[src/design/vt4_pkg.sv]
// Shared types and constants for the 4x4 vertex transform.
// No dependencies; imported by every module of the block.
package vt4_pkg;

  localparam int unsigned NUM_LANES  = 4;
  localparam int unsigned COMP_W     = 32;
  localparam int unsigned COEF_W     = 16;
  localparam int unsigned PROD_W     = COMP_W + COEF_W;
  localparam int unsigned PAIR_W     = PROD_W + 1;
  localparam int unsigned SUM_W      = PROD_W + 2;
  localparam int unsigned FRAC_SHIFT = 12;
  localparam int unsigned RND_W      = SUM_W - FRAC_SHIFT;
  localparam int unsigned ROW_W      = NUM_LANES * COEF_W;
  localparam int unsigned TAG_W      = 32;
  localparam int unsigned TDATA_W    = NUM_LANES * COMP_W + TAG_W;

  localparam int unsigned CFG_DATA_W  = 64;
  localparam int unsigned CFG_ADDR_W  = 5;
  localparam int unsigned ROW_SEL_LSB = 3;
  localparam int unsigned ROW_SEL_W   = CFG_ADDR_W - ROW_SEL_LSB;

  localparam logic signed [SUM_W-1:0]  ROUND_BIAS = SUM_W'(2048);
  localparam logic        [COMP_W-1:0] SAT_MAX    = 32'h7FFF_FFFF;
  localparam logic        [COMP_W-1:0] SAT_MIN    = 32'h8000_0000;

  typedef logic [ROW_W-1:0]               row_t;
  typedef logic [NUM_LANES-1:0][COMP_W-1:0] vertex_t;

  // Identity matrix at reset.
  localparam row_t ROW_RESET [NUM_LANES] = '{
    64'h0000_0000_0000_1000,
    64'h0000_0000_1000_0000,
    64'h0000_1000_0000_0000,
    64'h1000_0000_0000_0000
  };

  typedef struct packed {
    logic [COMP_W-1:0] value;
    logic              sat;
  } lane_res_t;

  typedef struct packed {
    logic              sat;
    logic [TAG_W-1:0]  tag;
    vertex_t           comp;
  } out_word_t;

endpackage

[src/design/vt4_merge.sv]
// Merge stage: collect the lane results and the tag into one result word
// and hold it in a two-entry skid buffer. Depends on vt4_pkg.
module vt4_merge
  import vt4_pkg::*;
(
  input  logic               clk,
  input  logic               rst_n,
  input  logic               up_valid,
  output logic               up_ready,
  input  lane_res_t          lane_res [NUM_LANES],
  input  logic [TAG_W-1:0]   tag,
  output logic               out_tvalid,
  input  logic               out_tready,
  output logic [TDATA_W-1:0] out_tdata,
  output logic [0:0]         out_tuser
);

  out_word_t word;
  out_word_t main_r;
  out_word_t skid_r;
  logic      main_vld_r;
  logic      skid_vld_r;
  logic      push;
  logic      pop;

  always_comb begin
    word.sat = 1'b0;
    word.tag = tag;
    for (int k = 0; k < NUM_LANES; k++) begin
      word.comp[k] = lane_res[k].value;
      word.sat     = word.sat | lane_res[k].sat;
    end
  end

  assign up_ready = !skid_vld_r;
  assign push     = up_valid && up_ready;
  assign pop      = main_vld_r && out_tready;

  always_ff @(posedge clk) begin
    if (!rst_n) begin
      main_vld_r <= 1'b0;
      skid_vld_r <= 1'b0;
    end else if (skid_vld_r) begin
      if (pop) begin
        skid_vld_r <= 1'b0;
      end
    end else if (push) begin
      if (!main_vld_r || pop) begin
        main_vld_r <= 1'b1;
      end else begin
        skid_vld_r <= 1'b1;
      end
    end else if (pop) begin
      main_vld_r <= 1'b0;
    end
  end

  always_ff @(posedge clk) begin
    if (skid_vld_r) begin
      if (pop) begin
        main_r <= skid_r;
      end
    end else if (push) begin
      if (!main_vld_r || pop) begin
        main_r <= word;
      end else begin
        skid_r <= word;
      end
    end
  end

  assign out_tvalid   = main_vld_r;
  assign out_tdata    = {main_r.tag, main_r.comp};
  assign out_tuser[0] = main_r.sat;

endmodule

[config.mk]
export PLATFORM = sky130hd
export DESIGN_NAME = vt4_merge
export DESIGN_NICKNAME = d
export VERILOG_FILES = /design/src/design/vt4_pkg.sv /design/src/design/vt4_merge.sv
export SDC_FILE = /design/constraint.sdc
export NUM_CORES = 1
export LEC_CHECK = 0
export BUFFER_PORTS_ARGS = -buffer_cell sky130_fd_sc_hd__buf_4
export CORE_MARGIN = 4
export CORE_UTILIZATION = 56
export CTS_CLUSTER_SIZE = 30
export DETAILED_ROUTE_END_ITERATION = 10
export PLACE_DENSITY = 0.94
export SYNTH_ARGS = -nofsm -noshare
export SYNTH_HDL_FRONTEND = slang
export SYNTH_SLANG_ARGS = --single-unit
export TNS_END_PERCENT = 30
[constraint.sdc]
create_clock -name clk -period 22 [get_ports clk]
set_input_delay 4.4 -clock clk [delete_from_list [all_inputs] [get_ports clk]]
set_output_delay 4.4 -clock clk [all_outputs]
set_load 0.05 [all_outputs]
==> reports/metrics.csv, run 1 <==
stage;metric;value;unit
sta;tightest_slew;0.956;ns
die;row_count;52;
synth;synthCells;517;
die;die_x;152;um
global_route;grt_pass1_vias;6676;
worst_setup_path;critical_path_class;in2reg;
layout;layout.nets;1035;
sta;slew_headroom;0.363;
placed_design;place.gp.congestion;0.810;
job;drv_cap;0;
synth;avgSynthCellArea;22.6;sq um
sta;fin_crit_sh;0.313;
synth;syn-num-nets;685;
layout;drive_above_1_share;0.614;
worst_hold_path;min_path_type;reg2reg;
die;core-area;0.0204;sq mm
synth;ys_seq_elements;324;
cts;cts_tree;done;
route;vias;6223;
cts;clock-root-buffer;clkbuf_16;
pwr;power_density;96.8;mW/mm^2
worst_setup_path;cp-end-kind;register;
pwr;p_leak;5.80;nW
layout;antennaDiodeCount;0;
cts;post_cts_buffers;0;
layout;final_common_cell;buf_4;
cts;cts.sinks;324;
sta;fin_tns_setup;0;ns
worst_setup_path;crit_top_cell;buf_4;
worst_setup_path;crit_buf_inv;3;
synth;seq_area_frac_synth;0.831;
synth;ys_types;14;
layout;area_growth;33.4;%
global_route;grt_overflow_total;0;
status;outcome;finished, final reports clean;
die;die_height;152;um
route;postRouteAntennaNets;0;
sta;fmax;0.145;GHz
worst_setup_path;crit_chain;buf_4 -> nor2b_1 -> and3_4 -> buf_4 -> buf_4;
cts;h-tree-depth;1;
cts;ctsResizeCount;0;
sta;final.min_clock_period;6.88;ns
pwr;vdd_drop_max;0.0000794;V
global_route;grt_max_degree;162;
layout;mostFrequentLayoutCells;334 x buf_4, 322 x edfxtp_1, 160 x mux2_2, 31 x clkbuf_16, 7 x bufinv_16;
die;die_area;0.0232;sq mm
route;routedWlPerCell;22.3;um
worst_setup_path;required;22.16;ns
layout;seq_area;0.00971;sq mm
route;routed_wl;25900;um
worst_setup_path;arrival;7.04;ns
cts;clk-insertion-delay-late;0.54;ns
sta;fin_skew;0.0211;ns
placed_design;io_buffers;330;
layout;multi_input_area;0.00190;sq mm
worst_setup_path;crit_family;buffers and inverters;
placed_design;hpwl;17100;um
global_route;grt_pass1_wl;39700;um
die;pin_count;331;
cts;path_clk_slew;0.06;ns
sta;rsz0062_at_grt;false;
cts;cts_hold_buf;0;
sta;finalHoldViolations;0;
worst_setup_path;startpoint_type;primary input;
synth;yosysWarnings;0;
layout;fillCellCount;1058;
sta;setup_violations;0;
route;first_pass_iters;4;
global_route;grtUsageTotal;0.217;
synth;netlist_area;0.0117;sq mm
worst_setup_path;crit_fanout;69;
sta;slew_violations;0;
cts;cts_made_buffers;31;
route;via_per_inst;5.36;
cts;clockBufferDepth;3;
sta;whs;0.542;ns
global_route;antenna_found_initial;0;
route;route.detailed.drc;0;
die;initial_core_util;0.574;
worst_setup_path;cp_slowest_cell;buf_4;
route;drt_iter0_markers;432;
worst_setup_path;cp_slowest_stage_delay;0.80;ns
## cells in the mapped netlist
master	count	area, sq um
edfxtp_1	322	9670
mux2_2	160	1800
buf_2	18	90.1
nand2_1	4	15.0
a21oi_1	2	10.0
dfxtp_1	2	40.0
inv_1	2	7.51
a21boi_0	1	7.51
and3_1	1	6.26
mux2_4	1	15.0
nor2_1	1	3.75
nor2b_1	1	6.26
o21ai_0	1	5.00
or4_4	1	11.3
## path summary, 6_finish.rpt
path,startpoint,end,slack (ns),cells after the start
worst max-delay path,out_tready,skid_r[32],15.12,5
worst min-delay path,skid_r[46],out_tdata[46],0.54,1
worst max register to register,out_tvalid,skid_r[32],18.62,4
worst min register to register,skid_r[46],out_tdata[46],0.54,1
## per-layer routing
metal  track usage  part of all wire  vias to the layer above
li1              -                 -                     2786
met1         0.274              0.38                     3064
met2         0.362              0.49                      315
met3        0.0727             0.095                       58
met4        0.0666             0.032                        0
met5             0                 0                        -
## through the flow
| step | utilization | power, mW | worst slack (ns) | instance area [sq um] | std cells |
|---|---|---|---|---|---|
| 2_1_floorplan | - | 0.878 | 9.06 | 11700 | 517 |
| 5_1_grt | 0.766 | 1.56 | 15.01 | 15600 | 1161 |
| 6_report | 0.766 | 1.51 | 15.12 | 15600 | 1161 |
| 4_1_cts | 0.766 | 1.52 | 15.15 | 15600 | 1161 |
| 3_5_place_dp | 0.711 | 0.952 | 14.56 | 14500 | 1104 |
| 3_3_place_gp | 0.711 | 0.945 | 14.70 | 14500 | 1104 |
## area by class of cell
cell class	instances	area share
clock inverter	17	0.0165
timing repair buffer	335	0.162
clock buffer	40	0.0545
inverter	2	0.000482
multi-input combinational	173	0.122
sequential	324	0.623
tap	270	0.0217
## worst reg2reg max path, delay by kind of cell (launching register included)
family,cells,cell delay [ns]
buffers and inverters,2,1.59
AND/OR/NAND/NOR,2,0.91
flip-flops,1,0.42
## report_power, final
group | leakage (nW) | internal, mW | switching [mW] | total (mW)
Clock | 0.539 | 0.352 | 0.217 | 0.570
Combinational | 2.24 | 0.0711 | 0.134 | 0.205
Sequential | 3.03 | 0.721 | 0.0125 | 0.734
Total | 5.80 | 1.14 | 0.364 | 1.51
## logic make-up (layout without fill, tap and decap cells)
logic type / Yosys count / count (layout) / share of synthesized area
AOI/OAI and AO/OA: 4 / 4 / 0.00193
buffers and inverters: 20 / 394 / 0.00835
DFF: 324 / 324 / 0.831
muxes: 161 / 161 / 0.155
and+or+nand+nor: 8 / 8 / 0.00364
## state kept, by name, indices dropped and copies added (netlist names)
register    count
out_tdata     160
skid_r        161
skid_vld_r      1
out_tvalid      1
out_tuser       1
No activity file was read; power rests on OpenSTA's default activity.
==> run 2, diff against run 1 <==
Settings changed: CORE_UTILIZATION 56 to 52, PLACE_DENSITY 0.94 to 0.89.
Clock period 22 ns to 7.15 ns, I/O delays scaled along.
==> run 2 against run 1 <==
Against the previous run: sequential share of layout area is 0.27 points higher; register-to-register slack worse by 14 ns; critical path depth decreased by 1; sequential cell count is the same; core utilization shrank 5.9 points; clock power rose to 2.8 times the previous value; largest power group unchanged; global-route usage down 2.5 points; first-iteration DRC count shrank 28%.
==> reports/metrics.csv, run 2 (synthesis results as in run 1) <==
stage;metric;value;unit
status;outcome;finished, final reports clean;
sta;fin_crit_sh;0.443;
layout;layout.nets;1038;
global_route;antenna_found_initial;0;
placed_design;io_buffers;330;
global_route;grt_pass1_wl;36800;um
placed_design;hpwl;16800;um
cts;cts_tree;done;
cts;clockBufferDepth;3;
layout;postLayoutCoreUtil;0.707;
sta;tightest_slew;0.982;ns
layout;drive_above_1_share;0.606;
cts;cts_hold_buf;0;
sta;fin_skew;0.0161;ns
worst_setup_path;crit_fanout;56;
layout;area_growth;32.8;%
route;route.detailed.drc;0;
die;row_count;54;
pwr;vdd_drop_max;0.000222;V
cts;h-tree-depth;2;
job;drv_cap;0;
sta;slew_headroom;0.345;
placed_design;place.gp.congestion;0.773;
cts;cts.sinks;324;
route;via_per_inst;5.24;
layout;final_common_cell;buf_4;
worst_hold_path;whs_endpoint;out_tdata[82];
sta;slew_violations;0;
pwr;power.total;4.49;mW
sta;fmax;0.315;GHz
worst_setup_path;reg2reg_depth;3;
route;routed_wl;24800;um
layout;antennaDiodeCount;0;
die;initial_core_util;0.532;
route;first_pass_iters;6;
cts;ctsResizeCount;0;
die;die_height;158;um
die;pin_count;331;
worst_setup_path;arrival;3.27;ns
route;vias;6147;
layout;largest_register_ffs;161;
pwr;power_density;289;mW/mm^2
sta;setup_violations;0;
worst_setup_path;timing.rr.start;out_tvalid;
worst_setup_path;critical_path_class;in2reg;
global_route;grt_overflow_total;0;
worst_hold_path;min_path_type;reg2reg;
cts;clock-root-buffer;clkbuf_16;
worst_setup_path;reg2reg_to;skid_r[48];
worst_setup_path;rrSetupSlack;4.57;ns
cts;post_cts_buffers;0;
global_route;grtUsageTotal;0.193;
die;die_x;158;um
worst_setup_path;startpoint_type;primary input;
cts;path_clk_slew;0.06;ns
global_route;grt_pass1_vias;6589;
cts;cts_made_buffers;34;
die;die_area;0.0249;sq mm
route;routedWlPerCell;21.1;um
sta;rsz0062_at_grt;false;
worst_setup_path;cp-end-kind;register;
layout;mostFrequentLayoutCells;334 x buf_4, 322 x edfxtp_1, 160 x mux2_2, 37 x clkbuf_16, 12 x clkinv_1;
route;drt_iter0_markers;312;
sta;final.min_clock_period;3.17;ns
pwr;p_leak;5.77;nW
worst_hold_path;holdCritStartpoint;skid_r[82];
worst_hold_path;whs_path_depth;1;
sta;finalHoldViolations;0;
layout;regMostFlops;skid_r;
cts;clk-insertion-delay-late;0.49;ns
worst_setup_path;required;7.25;ns
global_route;grt_max_degree;162;
die;core-area;0.0220;sq mm
sta;fin_tns_setup;0;ns
route;postRouteAntennaNets;0;
run 2: power breakdown:
group / internal (mW) / switching, mW
registers: 2.22 / 0.0368
clock network: 0.937 / 0.674
logic: 0.218 / 0.407
run 2: through the flow:
stage,hold slack (ns),cell area [sq um],setup slack [ns],std cells
6_report,0.546,15500,3.98,1174
5_1_grt,0.555,15500,3.87,1174
4_1_cts,0.547,15500,3.97,1174
3_5_place_dp,0.530,14500,3.46,1114
3_3_place_gp,0.520,14500,3.51,1114
2_1_floorplan,0.523,11700,0.458,517
run 2: worst max-delay path by stage:
| stage | start | endpoint | slack [ns] | cells after the start |
|---|---|---|---|---|
| 4_1_cts | out_tready | skid_r[48] | 3.97 | 4 |
| 3_5_place_dp | out_tready | skid_r[48] | 3.46 | 4 |
| 2_1_floorplan | up_valid | out_tdata[0] | 0.46 | 2 |
| 5_1_grt | out_tready | skid_r[32] | 3.87 | 4 |
| 3_3_place_gp | out_tready | skid_r[48] | 3.51 | 4 |
| 6_report | out_tready | skid_r[48] | 3.98 | 4 |
run 2: cell type report:
class	instances	area, sq um
sequential	324	9710
fill	1287	6440
timing repair buffer	335	2530
multi-input combinational	173	1900
clock buffer	43	948
tap	280	350
clock inverter	17	77.6
inverter	2	7.51
run 2: metal layers:
layer  GRT usage  vias to the layer above  share of wire  wire length, um
li1            -                     2777              -                -
met1       0.245                     3030           0.38             9420
met2       0.320                      289           0.50            12400
met3      0.0541                       51          0.088             2180
met4      0.0684                        0          0.031              779
met5           0                        -              0                0
run 2: worst max-delay path: stages:
cell and delay, ns:
buf_4 0.12, nor2b_1 0.25, and3_4 0.72, buf_4 0.70
==> run 3, diff against run 2 <==
Clock period 7.15 ns to 3 ns, I/O delays scaled along.
==> run 3 against run 2 <==
Against the previous run: sequential power grew 140%; via count grew 0.39%; non-clock buffer count grew 7; critical path depth shrank 2; combinational power grew 140%; worst hold slack lost 0.26 ns; global-route usage shrank 0.12 points; largest cell class unchanged; routed wire length grew 1.7%; setup slack lost 3.0 ns; clock power grew to 2.5 times the previous value; die area is the same.
==> reports/metrics.csv, run 3 (synthesis results as in run 1) <==
stage;metric;value;unit
global_route;grtUsageTotal;0.191;
die;initial_core_util;0.532;
die;core-area;0.0220;sq mm
status;outcome;finished, final reports clean;
worst_setup_path;critical_path_class;reg2reg;
route;vias;6171;
worst_setup_path;startpoint_type;register;
sta;fin_crit_sh;0.660;
die;die_height;158;um
layout;final_common_cell;buf_4;
worst_setup_path;crit_fanout;152;
placed_design;place.gp.congestion;0.826;
global_route;grt_pass1_vias;6455;
cts;ctsResizeCount;0;
worst_setup_path;required;3.24;ns
pwr;vdd_drop_max;0.000544;V
die;die_area;0.0249;sq mm
sta;setup_violations;0;
global_route;antenna_found_initial;0;
cts;clock-root-buffer;clkbuf_16;
route;route.detailed.drc;0;
layout;antennaDiodeCount;0;
worst_setup_path;cp-end-kind;register;
placed_design;place_inst;1121;
sta;fin_skew;0.00822;ns
sta;fmax;0.505;GHz
global_route;grt_overflow_total;0;
layout;multi_input_area;0.00190;sq mm
cts;cts_made_buffers;34;
route;first_pass_iters;7;
layout;mostFrequentLayoutCells;337 x buf_4, 322 x edfxtp_1, 160 x mux2_2, 37 x clkbuf_16, 7 x clkinv_1;
layout;largest_register_ffs;161;
die;die_x;158;um
route;drt_iter0_markers;356;
die;pin_count;331;
cts;cts_tree;done;
route;via_per_inst;5.23;
worst_setup_path;arrival;2.22;ns
layout;stdcell_count;1180;
sta;slew_headroom;0.320;
sta;rsz0062_at_grt;false;
cts;h-tree-depth;2;
layout;seq_area;0.00971;sq mm
sta;slew_violations;0;
pwr;p_leak;5.84;nW
sta;finalHoldViolations;0;
die;row_count;54;
job;drv_cap;0;
worst_hold_path;min_path_type;in2reg;
pwr;power_density;696;mW/mm^2
sta;final.min_clock_period;1.98;ns
cts;cts.sinks;324;
cts;cts_hold_buf;0;
sta;tightest_slew;1.02;ns
route;routedWlPerCell;21.4;um
global_route;grt_max_degree;153;
placed_design;hpwl;17100;um
cts;post_cts_buffers;0;
layout;drive_above_1_share;0.618;
layout;area_growth;34.2;%
layout;fillCellCount;1313;
cts;clockBufferDepth;3;
cts;path_clk_slew;0.06;ns
placed_design;io_buffers;330;
route;postRouteAntennaNets;0;
layout;layout.nets;1045;
global_route;grt_pass1_wl;36600;um
cts;clk-insertion-delay-late;0.49;ns
pwr;power.total;10.9;mW
layout;regMostFlops;skid_r;
route;routed_wl;25200;um
[run 3: cell types whose count changed in the layout (fill, tap and decap cells not counted), moves of 2 or more]
cell        previous run  this run
bufinv_16              0         2
clkinv_2               3         5
buf_4                334       337
clkinvlp_4             0         3
clkinv_1              12         7
buf_12                 1         5
[run 3: where the power goes]
group	total (mW)	switching (mW)	internal [mW]
registers	5.37	0.0797	5.29
clock network	4.03	1.63	2.40
logic	1.52	0.985	0.535
total	10.9	2.69	8.23
[run 3: through the flow]
stage | hold WS, ns | setup WS [ns] | util | setup TNS, ns | area [sq um]
2_1_floorplan | 0.523 | -0.861 | - | -184.87 | 11700
3_3_place_gp | 0.497 | 0.806 | 0.665 | 0 | 14600
3_5_place_dp | 0.530 | 0.745 | 0.665 | 0 | 14600
4_1_cts | 0.268 | 1.02 | 0.714 | 0 | 15700
5_1_grt | 0.267 | 0.987 | 0.714 | 0 | 15700
6_report | 0.287 | 1.02 | 0.714 | 0 | 15700
[run 3: path summary, 6_finish.rpt]
| check | depth (start not counted) | start | slack (ns) | endpoint |
|---|---|---|---|---|
| setup / recovery | 2 | skid_vld_r | 1.02 | out_tdata[23] |
| hold / removal | 1 | lane_res[116] | 0.29 | skid_r[16] |
| setup reg to reg | 2 | skid_vld_r | 1.02 | out_tdata[23] |
| hold reg to reg | 1 | skid_r[73] | 0.54 | out_tdata[73] |
[run 3: cell type report]
cell class                 instances  area share
tap                              280      0.0223
sequential                       324       0.619
clock inverter                    16     0.00806
inverter                           2    0.000718
timing repair buffer             342       0.168
multi-input combinational        173       0.121
clock buffer                      43      0.0605
[run 3: critical path: stages (launching register included)]
cell	delay (ns)
dfxtp_4	0.47
buf_12	0.49
mux2_2	0.43
[run 3: per-layer routing]
metal | track usage | wire length (um) | vias up
met4 | 0.0762 | 838 | 0
met1 | 0.242 | 9430 | 3029
li1 | - | - | 2791
met2 | 0.314 | 12700 | 297
met3 | 0.0566 | 2250 | 54
met5 | 0 | 0 | -
